## config.mk

```make
export PLATFORM = sky130hd
export DESIGN_NAME = ps2_mouse_packet_decoder_unit
export DESIGN_NICKNAME = d
export VERILOG_FILES = /design/src/rtl/core/ps2mpd_pkg.sv /design/src/rtl/core/ps2mpd_front.sv /design/src/rtl/core/ps2mpd_queue.sv /design/src/rtl/core/ps2mpd_back.sv /design/src/rtl/core/ps2_mouse_packet_decoder_unit.sv
export VERILOG_INCLUDE_DIRS = /design/src /design/src/rtl/core
export SDC_FILE = /design/constraint.sdc
export NUM_CORES = 1
export LEC_CHECK = 0
export BUFFER_PORTS_ARGS = -buffer_cell sky130_fd_sc_hd__buf_2
export CORE_MARGIN = 2
export CORE_UTILIZATION = 40
export CTS_BUF_LIST = sky130_fd_sc_hd__clkbuf_16
export CTS_CLUSTER_SIZE = 24
export DETAILED_ROUTE_END_ITERATION = 7
export GPL_TIMING_DRIVEN = 0
export PLACE_DENSITY = 0.58
export SYNTH_ARGS = -nofsm -noshare
export SYNTH_HDL_FRONTEND = slang
export SYNTH_SLANG_ARGS = --single-unit
```

## constraint.sdc

```tcl
create_clock -name clock -period 2.55 [get_ports clock]
set_input_delay 0.51 -clock clock [delete_from_list [all_inputs] [get_ports clock]]
set_output_delay 0.51 -clock clock [all_outputs]
set_load 0.02 [all_outputs]
```

## src/rtl/core/ps2_mouse_packet_decoder_unit_macros.svh

```systemverilog
// Assertion macros shared by the PS/2 mouse packet decoder RTL.
`ifndef PS2_MOUSE_PACKET_DECODER_UNIT_MACROS_SVH
`define PS2_MOUSE_PACKET_DECODER_UNIT_MACROS_SVH

// Same-cycle implication, switched off during reset.
`define PS2MPD_ASSERT_IMPL(label, clk, rst, ante, cons) \
   label: assert property (@(posedge clk) disable iff (rst) (ante) |-> (cons)) \
      else $error("ps2mpd: implication check failed");

// Next-cycle implication, switched off during reset.
`define PS2MPD_ASSERT_NEXT(label, clk, rst, ante, cons) \
   label: assert property (@(posedge clk) disable iff (rst) (ante) |=> (cons)) \
      else $error("ps2mpd: next-cycle check failed");

// Next-cycle implication that also holds while reset is asserted.
`define PS2MPD_ASSERT_NEXT_ALWAYS(label, clk, ante, cons) \
   label: assert property (@(posedge clk) (ante) |=> (cons)) \
      else $error("ps2mpd: reset check failed");

`endif

```

## src/rtl/core/ps2mpd_pkg.sv

```systemverilog
// Types and constants of the PS/2 mouse packet decoder.
`default_nettype none

package ps2mpd_pkg;

   localparam logic [7:0] AUX_DATA_MASK       = 8'h20;
   localparam logic [1:0] LAST_BYTE_POS       = 2'd2;
   localparam int         QUEUE_DEPTH_DEFAULT = 2;

   typedef enum logic [1:0] {
      EVENT_MOVE    = 2'd0,
      EVENT_PRESS   = 2'd1,
      EVENT_RELEASE = 2'd2
   } event_kind_type;

   typedef struct packed {
      logic [7:0] status_byte;
      logic [7:0] data_byte;
   } req_payload_type;

   typedef struct packed {
      event_kind_type     event_kind;
      logic signed [7:0]  move_dx;
      logic signed [7:0]  move_dy;
      logic [1:0]         button_number;
      logic               last_event;
   } rsp_payload_type;

   // One completed packet that causes at least one event.
   typedef struct packed {
      logic       has_move;
      logic [7:0] dx;
      logic [7:0] dy;
      logic [2:0] changed;
      logic [2:0] buttons;
   } packet_desc_type;

endpackage

`default_nettype wire

```

## src/rtl/core/ps2mpd_front.sv

```systemverilog
// Front end: byte gathering, packet classification and button tracking.
`default_nettype none

module ps2mpd_front (
   input  wire logic                        clock,
   input  wire logic                        reset,
   input  wire logic                        req_valid,
   output logic                             req_ready,
   input  wire ps2mpd_pkg::req_payload_type req_data,
   input  wire logic                        csr_valid,
   output logic                             csr_ready,
   input  wire logic                        csr_data,
   output logic                             push_valid,
   output ps2mpd_pkg::packet_desc_type      push_data,
   input  wire logic                        queue_full
);

   logic       events_enabled_ff, events_enabled_in;
   logic [1:0] byte_position_ff, byte_position_in;
   logic [2:0] button_bits_ff, button_bits_in;
   logic [7:0] byte0_ff, byte1_ff;
   logic       accept, aux, complete;

   assign req_ready = !queue_full;
   assign csr_ready = 1'b1;
   assign accept    = req_valid && req_ready;
   assign aux       = (req_data.status_byte & ps2mpd_pkg::AUX_DATA_MASK) != 8'd0;
   assign complete  = accept && aux && (byte_position_ff == ps2mpd_pkg::LAST_BYTE_POS);

   always_comb begin
      push_data.dx       = byte1_ff;
      push_data.dy       = 8'(8'd0 - req_data.data_byte);
      push_data.buttons  = byte0_ff[2:0];
      push_data.changed  = byte0_ff[2:0] ^ button_bits_ff;
      push_data.has_move = (byte1_ff != 8'd0) || (req_data.data_byte != 8'd0);
      push_valid = complete && events_enabled_ff
                   && (push_data.has_move || (push_data.changed != 3'd0));
   end

   always_comb begin
      events_enabled_in = events_enabled_ff;
      byte_position_in  = byte_position_ff;
      button_bits_in    = button_bits_ff;
      if (csr_valid && csr_ready) begin
         events_enabled_in = csr_data;
      end
      if (accept && aux) begin
         byte_position_in = complete ? 2'd0 : byte_position_ff + 2'd1;
      end
      // hold the button bits while events are off
      if (complete && events_enabled_ff) begin
         button_bits_in = byte0_ff[2:0];
      end
   end

   always_ff @(posedge clock) begin
      if (reset) begin
         events_enabled_ff <= 1'b1;
         byte_position_ff  <= 2'd0;
         button_bits_ff    <= 3'd0;
      end else begin
         events_enabled_ff <= events_enabled_in;
         byte_position_ff  <= byte_position_in;
         button_bits_ff    <= button_bits_in;
      end
   end

   always_ff @(posedge clock) begin
      if (accept && aux && (byte_position_ff == 2'd0)) begin
         byte0_ff <= req_data.data_byte;
      end
      if (accept && aux && (byte_position_ff == 2'd1)) begin
         byte1_ff <= req_data.data_byte;
      end
   end

endmodule

`default_nettype wire

```

## src/rtl/core/ps2mpd_queue.sv

```systemverilog
// Short queue of packet descriptors between front and back end.
`default_nettype none

module ps2mpd_queue #(
   parameter int DEPTH = ps2mpd_pkg::QUEUE_DEPTH_DEFAULT
) (
   input  wire logic                        clock,
   input  wire logic                        reset,
   input  wire logic                        push_valid,
   input  wire ps2mpd_pkg::packet_desc_type push_data,
   output logic                             full,
   output logic                             pop_valid,
   input  wire logic                        pop_ready,
   output ps2mpd_pkg::packet_desc_type      pop_data
);

   localparam int IndexWidth = $clog2(DEPTH);
   localparam int CountWidth = $clog2(DEPTH + 1);

   ps2mpd_pkg::packet_desc_type entries_ff [DEPTH];
   logic [IndexWidth-1:0] wr_ptr_ff, wr_ptr_in, rd_ptr_ff, rd_ptr_in;
   logic [CountWidth-1:0] count_ff, count_in;
   logic                  do_push, do_pop;

   assign full      = count_ff == CountWidth'(DEPTH);
   assign pop_valid = count_ff != '0;
   assign pop_data  = entries_ff[rd_ptr_ff];
   assign do_push   = push_valid && !full;
   assign do_pop    = pop_valid && pop_ready;

   always_comb begin
      wr_ptr_in = wr_ptr_ff;
      rd_ptr_in = rd_ptr_ff;
      count_in  = count_ff;
      if (do_push) begin
         wr_ptr_in = (wr_ptr_ff == IndexWidth'(DEPTH - 1)) ? '0 : wr_ptr_ff + 1'b1;
      end
      if (do_pop) begin
         rd_ptr_in = (rd_ptr_ff == IndexWidth'(DEPTH - 1)) ? '0 : rd_ptr_ff + 1'b1;
      end
      if (do_push && !do_pop) begin
         count_in = count_ff + 1'b1;
      end else if (do_pop && !do_push) begin
         count_in = count_ff - 1'b1;
      end
   end

   always_ff @(posedge clock) begin
      if (reset) begin
         wr_ptr_ff <= '0;
         rd_ptr_ff <= '0;
         count_ff  <= '0;
      end else begin
         wr_ptr_ff <= wr_ptr_in;
         rd_ptr_ff <= rd_ptr_in;
         count_ff  <= count_in;
      end
   end

   always_ff @(posedge clock) begin
      if (do_push) begin
         entries_ff[wr_ptr_ff] <= push_data;
      end
   end

endmodule

`default_nettype wire

```

## src/rtl/core/ps2mpd_back.sv

```systemverilog
// Back end: expands a packet descriptor into events, one per cycle while rsp is not stalled.
`default_nettype none

module ps2mpd_back (
   input  wire logic                        clock,
   input  wire logic                        reset,
   input  wire logic                        pop_valid,
   output logic                             pop_ready,
   input  wire ps2mpd_pkg::packet_desc_type pop_data,
   output logic                             rsp_valid,
   input  wire logic                        rsp_ready,
   output ps2mpd_pkg::rsp_payload_type      rsp_data
);

   // pending bit 0 is the move event, bits 1 to 3 the buttons
   logic [3:0]                  pending_ff, pending_in;
   ps2mpd_pkg::packet_desc_type desc_ff;
   logic                        rsp_valid_ff, rsp_valid_in;
   ps2mpd_pkg::rsp_payload_type rsp_data_ff, rsp_data_in;
   logic [3:0]                  pick;
   logic                        out_free, emit, load;

   assign out_free  = !rsp_valid_ff || rsp_ready;
   assign emit      = out_free && (pending_ff != 4'd0);
   assign pop_ready = pending_ff == 4'd0;
   assign load      = pop_valid && pop_ready;
   assign rsp_valid = rsp_valid_ff;
   assign rsp_data  = rsp_data_ff;

   // lowest pending event goes first
   assign pick = pending_ff & 4'(~pending_ff + 4'd1);

   always_comb begin
      rsp_data_in               = rsp_data_ff;
      rsp_data_in.event_kind    = ps2mpd_pkg::EVENT_MOVE;
      rsp_data_in.move_dx       = 8'sd0;
      rsp_data_in.move_dy       = 8'sd0;
      rsp_data_in.button_number = 2'd0;
      rsp_data_in.last_event    = (pending_ff & ~pick) == 4'd0;
      if (pick[0]) begin
         rsp_data_in.move_dx = desc_ff.dx;
         rsp_data_in.move_dy = desc_ff.dy;
      end else if (pick[1]) begin
         rsp_data_in.button_number = 2'd1;
         rsp_data_in.event_kind    = desc_ff.buttons[0] ? ps2mpd_pkg::EVENT_PRESS
                                                        : ps2mpd_pkg::EVENT_RELEASE;
      end else if (pick[2]) begin
         rsp_data_in.button_number = 2'd2;
         rsp_data_in.event_kind    = desc_ff.buttons[1] ? ps2mpd_pkg::EVENT_PRESS
                                                        : ps2mpd_pkg::EVENT_RELEASE;
      end else begin
         rsp_data_in.button_number = 2'd3;
         rsp_data_in.event_kind    = desc_ff.buttons[2] ? ps2mpd_pkg::EVENT_PRESS
                                                        : ps2mpd_pkg::EVENT_RELEASE;
      end
   end

   always_comb begin
      pending_in   = pending_ff;
      rsp_valid_in = rsp_valid_ff;
      if (load) begin
         pending_in = {pop_data.changed, pop_data.has_move};
      end else if (emit) begin
         pending_in = pending_ff & ~pick;
      end
      if (out_free) begin
         rsp_valid_in = emit;
      end
   end

   always_ff @(posedge clock) begin
      if (reset) begin
         pending_ff   <= 4'd0;
         rsp_valid_ff <= 1'b0;
      end else begin
         pending_ff   <= pending_in;
         rsp_valid_ff <= rsp_valid_in;
      end
   end

   always_ff @(posedge clock) begin
      if (load) begin
         desc_ff <= pop_data;
      end
      if (emit) begin
         rsp_data_ff <= rsp_data_in;
      end
   end

endmodule

`default_nettype wire

```

## src/rtl/core/ps2_mouse_packet_decoder_unit.sv

```systemverilog
// Top level of the PS/2 mouse three-byte packet decoder.
//
//   channel  direction  payload                         transfer when
//   req      in         status_byte, data_byte          req_valid & req_ready
//   rsp      out        event_kind, dx, dy, button, last rsp_valid & rsp_ready
//   csr      in         events_enabled                  csr_valid & csr_ready
//
// A byte is taken every cycle while the descriptor queue has room.
// A packet's first event passes the queue, then the expander, then the output register
// before it shows on rsp; the rest follow one per cycle while rsp is not stalled.
// Between packets the expander emits nothing while it loads the next descriptor.
// Synchronous reset clears position, button bits, queue and output; events start enabled.
// A stalled rsp fills the queue, and req_ready drops only when the queue is full.
`default_nettype none
`include "ps2_mouse_packet_decoder_unit_macros.svh"

module ps2_mouse_packet_decoder_unit #(
   parameter int QUEUE_DEPTH = ps2mpd_pkg::QUEUE_DEPTH_DEFAULT
) (
   input  wire logic                        clock,
   input  wire logic                        reset,
   input  wire logic                        req_valid,
   output logic                             req_ready,
   input  wire ps2mpd_pkg::req_payload_type req_data,
   output logic                             rsp_valid,
   input  wire logic                        rsp_ready,
   output ps2mpd_pkg::rsp_payload_type      rsp_data,
   input  wire logic                        csr_valid,
   output logic                             csr_ready,
   input  wire logic                        csr_data
);

   logic                        push_valid, queue_full, pop_valid, pop_ready;
   ps2mpd_pkg::packet_desc_type push_data, pop_data;

   ps2mpd_front u_front (
      .clock      (clock),
      .reset      (reset),
      .req_valid  (req_valid),
      .req_ready  (req_ready),
      .req_data   (req_data),
      .csr_valid  (csr_valid),
      .csr_ready  (csr_ready),
      .csr_data   (csr_data),
      .push_valid (push_valid),
      .push_data  (push_data),
      .queue_full (queue_full)
   );

   ps2mpd_queue #(
      .DEPTH (QUEUE_DEPTH)
   ) u_queue (
      .clock      (clock),
      .reset      (reset),
      .push_valid (push_valid),
      .push_data  (push_data),
      .full       (queue_full),
      .pop_valid  (pop_valid),
      .pop_ready  (pop_ready),
      .pop_data   (pop_data)
   );

   ps2mpd_back u_back (
      .clock     (clock),
      .reset     (reset),
      .pop_valid (pop_valid),
      .pop_ready (pop_ready),
      .pop_data  (pop_data),
      .rsp_valid (rsp_valid),
      .rsp_ready (rsp_ready),
      .rsp_data  (rsp_data)
   );

   // button events carry no deltas and always name a button
   `PS2MPD_ASSERT_IMPL(a_button_shape, clock, reset,
      rsp_valid && (rsp_data.event_kind != ps2mpd_pkg::EVENT_MOVE),
      (rsp_data.move_dx == 8'sd0) && (rsp_data.move_dy == 8'sd0)
      && (rsp_data.button_number != 2'd0))

   // move events carry no button and a nonzero delta
   `PS2MPD_ASSERT_IMPL(a_move_shape, clock, reset,
      rsp_valid && (rsp_data.event_kind == ps2mpd_pkg::EVENT_MOVE),
      (rsp_data.button_number == 2'd0)
      && ((rsp_data.move_dx != 8'sd0) || (rsp_data.move_dy != 8'sd0)))

   // the rest of a packet follows without a gap
   `PS2MPD_ASSERT_NEXT(a_packet_runs_on, clock, reset,
      rsp_valid && rsp_ready && !rsp_data.last_event,
      rsp_valid)

   `PS2MPD_ASSERT_NEXT_ALWAYS(a_reset_clears_rsp, clock, reset, !rsp_valid)

endmodule

`default_nettype wire
```

==> results of run 1 <==
[placed cells by master (no fill, tap or decap), drive strengths merged, types with 2 or more instances in the layout]
master	netlist	layout
a21oi	7	7
ha	2	2
dfxtp	16	16
or3	3	3
xor2	6	6
nor2b	5	5
clkinv	0	12
nor3	5	5
edfxtp	97	97
mux2	23	23
xnor2	5	5
and2	17	17
inv	7	8
nand2	6	6
mux2i	4	4
nand2b	4	4
o21ai	4	4
nor2	18	18
buf	3	41
a22oi	2	2
nand3	4	4
clkbuf	8	25
nor4	4	4
[layout make-up]
type	instances	area share
clock buffers	17	0.0830
clock inverters	13	0.0110
repair buffers	38	0.0381
plain buffers	11	0.00977
flip-flops and latches	113	0.631
multi-input cells	132	0.189
inverters	7	0.00513
well taps	136	0.0332
[per-stage QoR]
step / TNS [ps] / utilization
after global placement: -21710 / 0.447
after floorplan: 0 / -
after detailed placement: -23060 / 0.447
final: 0 / 0.496
after global routing: 0 / 0.496
after CTS: -512 / 0.494
[what timing repair did]
item | 4_1_cts | 5_1_grt
pin swaps | 1 | 1
setup buffers | 0 | 2
hold buffers | 0 | 0
gates resized for setup | 2 | 2
endpoints found under the setup margin | 47 | 24
[worst register-to-register path: cells and delay by family (launching register included)]
kind                     cells  cell delay, ps
flip-flops                   1             290
adder cells (fa/ha/maj)      1             340
buffers and inverters        3             560
AO/OA/AOI/OAI                2             330
AND/OR/NAND/NOR              2             780
[logic make-up after synthesis]
kind of cell             synth area share
flip-flops                          0.759
AND/OR/NAND/NOR                    0.0923
multiplexers                       0.0702
AO/OA/AOI/OAI                      0.0291
buffers and inverters              0.0173
XOR/XNOR                           0.0226
adder cells (fa/ha/maj)           0.00823
other                            0.000881
[how the worst min path moves through the flow]
| stage | cells past startpoint | slack, ps | to | start |
|---|---|---|---|---|
| 2_1_floorplan | 0 | 450 | u_queue.entries_ff[0][18] | u_front.byte1_ff[4] |
| 3_3_place_gp | 0 | 460 | u_queue.entries_ff[0][18] | u_front.byte1_ff[4] |
| 3_5_place_dp | 0 | 460 | u_queue.entries_ff[1][18] | u_front.byte1_ff[4] |
| 4_1_cts | 2 | 310 | u_front.events_enabled_ff | csr_data |
| 5_1_grt | 2 | 330 | u_front.events_enabled_ff | csr_data |
| 6_report | 2 | 330 | u_front.events_enabled_ff | csr_data |
[power groups by stage]
stage                     clock [µW]  sequential [µW]  combinational [µW]
after floorplan                    0             2760                 468
after global placement             0             2600                 877
after detailed placement           0             2610                 893
after CTS                       1920             2580                 904
after global routing            2010             2610                 985
final                           1880             2570                 890
[state kept, by name (all words and copies together) (netlist names), 2 cells and up, named ones only]
register / flops
u_back.desc_ff: 19
u_back.rsp_data: 21
u_front.byte0_ff: 3
u_queue.entries_ff: 46
u_back.pending_ff: 4
u_queue.count_ff: 2
u_front.byte_position_ff: 2
u_front.button_bits_ff: 3
u_front.byte1_ff: 8
[routing by layer]
metal  track usage  up-vias  part of all wire
met2         0.176       50              0.45
li1              -     1085                 -
met4        0.0724        0             0.025
met5             0        -                 0
met1         0.154      994              0.47
met3        0.0492       11             0.048
==> impl_metrics.json, run 1 <==
{
  "status": "finished, final reports clean",
  "cts.sinks": 113,
  "multiInputGateArea_um2": 968,
  "seq_power_share": 0.481,
  "clk_latency_ps": 390,
  "ys_seq_elements": 113,
  "setup-violations-final": 0,
  "crit_path_end": "u_queue.count_ff[1]",
  "cpMostUsedCell": "ha_1",
  "finalWorstSetupSlack_ps": 130,
  "yosysMostFrequentCell": "edfxtp_1",
  "antenna_found_initial": 0,
  "ir_drop_v": 0.000390,
  "synth_nets": 287,
  "fmax_ghz": 0.413,
  "path_clk_slew_ps": 50,
  "ys_warn_count": 0,
  "synth.top_cells.by_area": "edfxtp_1, dfxtp_1, mux2_2",
  "rows": 37,
  "synth_ff_type": "edfxtp_1",
  "fin_cells": 467,
  "cp_slowest_cell": "or3_1",
  "root_buffer": "clkbuf_16",
  "antenna_left": 0,
  "grt_max_degree": 26,
  "worstPathCellList": "buf_2 -> inv_1 -> ha_1 -> nor4b_4 -> nand4_1 -> buf_4 -> o41a_1 -> ha_1 -> or3_1 -> a21oi_1",
  "drive_above_1_share": 0.281,
  "cap_viol_max_count": 0,
  "drt_first_iter_violations": 86,
  "critPathTopFamily": "simple AND/OR/NAND/NOR gates",
  "cts_buffer_depth": 2,
  "syn2layout_area_growth_pct": 20.4,
  "crit_buf_inv": 3,
  "n_antenna_cell": 0,
  "grt_overflow": 0,
  "slew_violations": 0,
  "start_util": 0.412,
  "fillers": 897,
  "critPathMaxStageDelay_ps": 380,
  "grt_pass1_vias": 2076,
  "crit_fanout": 6,
  "synth_area_leader_cell": "edfxtp_1",
  "syn-instance-count": 263,
  "fin_area_um2": 5120,
  "h-tree-depth": 4,
  "critPathLaunchType": "primary input",
  "cp_data_arrival_time_ps": 2740,
  "coreArea_um2": 10300,
  "seq_area_um2": 3230,
  "whs_ps": 331,
  "synth_common_cells": "edfxtp_1, mux2_2, nor2_1",
  "synth_top_area_frac": 0.684,
  "path_depth": 10,
  "hold_viol_final": 0,
  "die_x_um": 107,
  "hpwl_um": 4200,
  "critical_path_class": "primary input to register",
  "pre_cts_slack_ps": -500,
  "gp_congestion": 0.704,
  "numCtsBuffers": 17,
  "grt_pass1_wl_um": 10300,
  "routed_wl_um": 6240,
  "fin_nets": 344,
  "synth-edff-count": 97,
  "dp_cells": 435,
  "fin_crit_sh": 0.949,
  "cp-end-kind": "register",
  "worstPathRequired_ps": 2870,
  "reg2reg_slack_ps": 180,
  "slew_headroom": 0.398,
  "p_total_uw": 5350,
  "dpl_cell_area_um2": 4610,
  "swShare": 0.259,
  "internal_power_uw": 3960,
  "die_y_um": 107,
  "worstHoldPathType": "primary input to register",
  "synthArstFlopShare": 0,
  "power_frac_comb": 0.167,
  "drt-pass1-iter-count": 5,
  "layout_min_cycle_time_ps": 2420,
  "drcViolationCount": 0,
  "p_leak_uw": 0.00182,
  "r2r_end": "u_queue.count_ff[1]",
  "reg2reg_from": "u_back.pending_ff[2]",
  "syn-cell-area_um2": 4260,
  "port_buffers": 36,
  "cp-startpoint": "req_data[0]",
  "cellPowerDensity_nw_per_um2": 1040,
  "clockPowerShare": 0.352,
  "avgSynthCellArea_um2": 16.2,
  "fin_worst_skew_ps": 8.46,
  "grt_usage": 0.122,
  "cts_tree": "built",
  "dieArea_um2": 11500,
  "p_sw_uw": 1390,
  "vias_per_cell": 4.58,
  "vias": 2140,
  "rsz0062_at_grt": "false",
  "num_io_pins": 46,
  "wl_per_cell_um": 13.4,
  "worstRegToRegCells": 8,
  "yosysSeqAreaShare": 0.759,
  "tightestPinTransition_ps": 901,
  "ys_types": 36
}
(Power assumes the default switching activity.)
==> run 2: changes to the inputs <==
--- a/config.mk
+++ b/config.mk
@@ -7,7 +7,6 @@
 export NUM_CORES = 1
 export LEC_CHECK = 0
 export BUFFER_PORTS_ARGS = -buffer_cell sky130_fd_sc_hd__buf_2
-export CORE_MARGIN = 2
 export CORE_UTILIZATION = 40
 export CTS_BUF_LIST = sky130_fd_sc_hd__clkbuf_16
 export CTS_CLUSTER_SIZE = 24
==> run 2 against run 1 <==
  * Die area down 3.7%
  * Combinational power about the same
  * Sequential power is essentially flat
==> impl_metrics.json, run 2 (synthesis gave the netlist of run 1 again) <==
{
  "cp-end-kind": "register",
  "cpMostUsedCell": "ha_1",
  "h-tree-depth": 4,
  "gp_congestion": 0.704,
  "grt_max_degree": 26,
  "min_delay_path_depth": 2,
  "cellPowerDensity_nw_per_um2": 1080,
  "fmax_ghz": 0.398,
  "slew_headroom": 0.384,
  "largest_reg_flops": 46,
  "cp-startpoint": "req_data[0]",
  "tightestPinTransition_ps": 923,
  "rsz0062_at_grt": "false",
  "crit_fanout": 6,
  "worstRegToRegCells": 6,
  "die_x_um": 105,
  "coreArea_um2": 10300,
  "critPathMaxStageDelay_ps": 450,
  "fin_nets": 344,
  "fin_worst_skew_ps": 9.25,
  "mostFrequentLayoutCells": "edfxtp_1, buf_2, mux2_2",
  "drcViolationCount": 0,
  "cp_slowest_cell": "o41a_1",
  "pre_cts_slack_ps": -493,
  "reg2reg_from": "u_front.byte1_ff[7]",
  "cts_buffer_depth": 2,
  "hpwl_um": 4190,
  "die_y_um": 105,
  "p_leak_uw": 0.00184,
  "finalWorstSetupSlack_ps": 37.7,
  "vias_per_cell": 4.59,
  "r2r_end": "u_queue.count_ff[1]",
  "grt_pass1_wl_um": 10300,
  "path_clk_slew_ps": 50,
  "cts_tree": "built",
  "dieArea_um2": 11100,
  "worstPathRequired_ps": 2870,
  "hold_path_startpoint": "csr_data",
  "grt_pass1_vias": 2140,
  "top_register": "u_queue.entries_ff",
  "drt-pass1-iter-count": 4,
  "routed_wl_um": 6300,
  "p_total_uw": 5620,
  "hold_viol_final": 0,
  "wl_per_cell_um": 13.5,
  "ctsHoldBuffers": 0,
  "drt_first_iter_violations": 84,
  "critical_path_class": "primary input to register",
  "reg2reg_slack_ps": 100,
  "clk_latency_ps": 400,
  "port_buffers": 36,
  "fin_crit_sh": 0.985,
  "setup-violations-final": 0,
  "status": "finished, final reports clean",
  "layout_commonest_cell": "edfxtp_1",
  "slew_violations": 0,
  "worstHoldPathType": "primary input to register",
  "rows": 37,
  "critPathLaunchType": "primary input",
  "min_to": "u_front.events_enabled_ff",
  "num_io_pins": 46,
  "crit_buf_inv": 2,
  "layout_min_cycle_time_ps": 2510,
  "numCtsBuffers": 17,
  "root_buffer": "clkbuf_16",
  "start_util": 0.412,
  "antenna_found_initial": 0,
  "drive_above_1_share": 0.292,
  "grt_overflow": 0,
  "syn2layout_area_growth_pct": 22.0,
  "vias": 2148,
  "cap_viol_max_count": 0,
  "cp_data_arrival_time_ps": 2840,
  "cts.sinks": 113,
  "ir_drop_v": 0.000465,
  "worstPathCellList": "buf_2 -> inv_1 -> ha_1 -> nor4b_4 -> nand4_1 -> o41a_1 -> ha_1 -> or3_1 -> a21oi_1",
  "antenna_left": 0,
  "critPathTopFamily": "simple AND/OR/NAND/NOR gates",
  "grt_usage": 0.127,
  "n_antenna_cell": 0
}
[run 2: stage by stage]
stage / instances / cell area [µm²] / util / hold WS (ps) / TNS, ps
6_report: 468 / 5190 / 0.503 / 323 / 0
3_3_place_gp: 435 / 4610 / 0.447 / 461 / -21680
2_1_floorplan: 263 / 4260 / - / 445 / 0
4_1_cts: 466 / 5170 / 0.501 / 314 / 0
5_1_grt: 468 / 5190 / 0.503 / 320 / 0
3_5_place_dp: 435 / 4610 / 0.447 / 470 / -22890
[run 2: timing repair]
action                                  in CTS  in global routing
resized for setup                            3                  1
pin swaps                                    0                  1
endpoints found under the setup margin      47                  1
cloned                                       0                  0
setup buffers                                0                  2
[run 2: cell type report]
| cell class | count | area [µm²] |
|---|---|---|
| Fill cell | 873 | 5130 |
| Sequential cell | 113 | 3230 |
| Multi-Input combinational cell | 132 | 968 |
| Clock buffer | 17 | 425 |
| Timing Repair Buffer | 38 | 195 |
| Tap cell | 136 | 170 |
| Clock inverter | 14 | 125 |
| Buffer | 11 | 50.0 |
| Inverter | 7 | 26.3 |
[run 2: worst max path at each step]
| stage | endpoint | slack (ps) | cells after the start |
|---|---|---|---|
| finish | u_queue.count_ff[1] | 40 | 9 |
| global route | u_queue.count_ff[1] | 1 | 9 |
| CTS | u_queue.count_ff[1] | 10 | 9 |
| detailed placement | u_queue.entries_ff[0][12] | -490 | 7 |
| global placement | u_queue.entries_ff[0][13] | -470 | 7 |
| floorplan | u_queue.count_ff[1] | 160 | 8 |
[run 2: power by group]
part	internal (µW)	leakage, µW	switching (µW)
Combinational	302	0.000560	589
Sequential	2470	0.00102	98.4
Clock	1400	0.000264	758
[run 2: routing by layer]
layer,GRT usage,part of all wire
met5,0,0
met4,0.0724,0.025
met3,0.0493,0.045
met2,0.196,0.46
met1,0.151,0.47
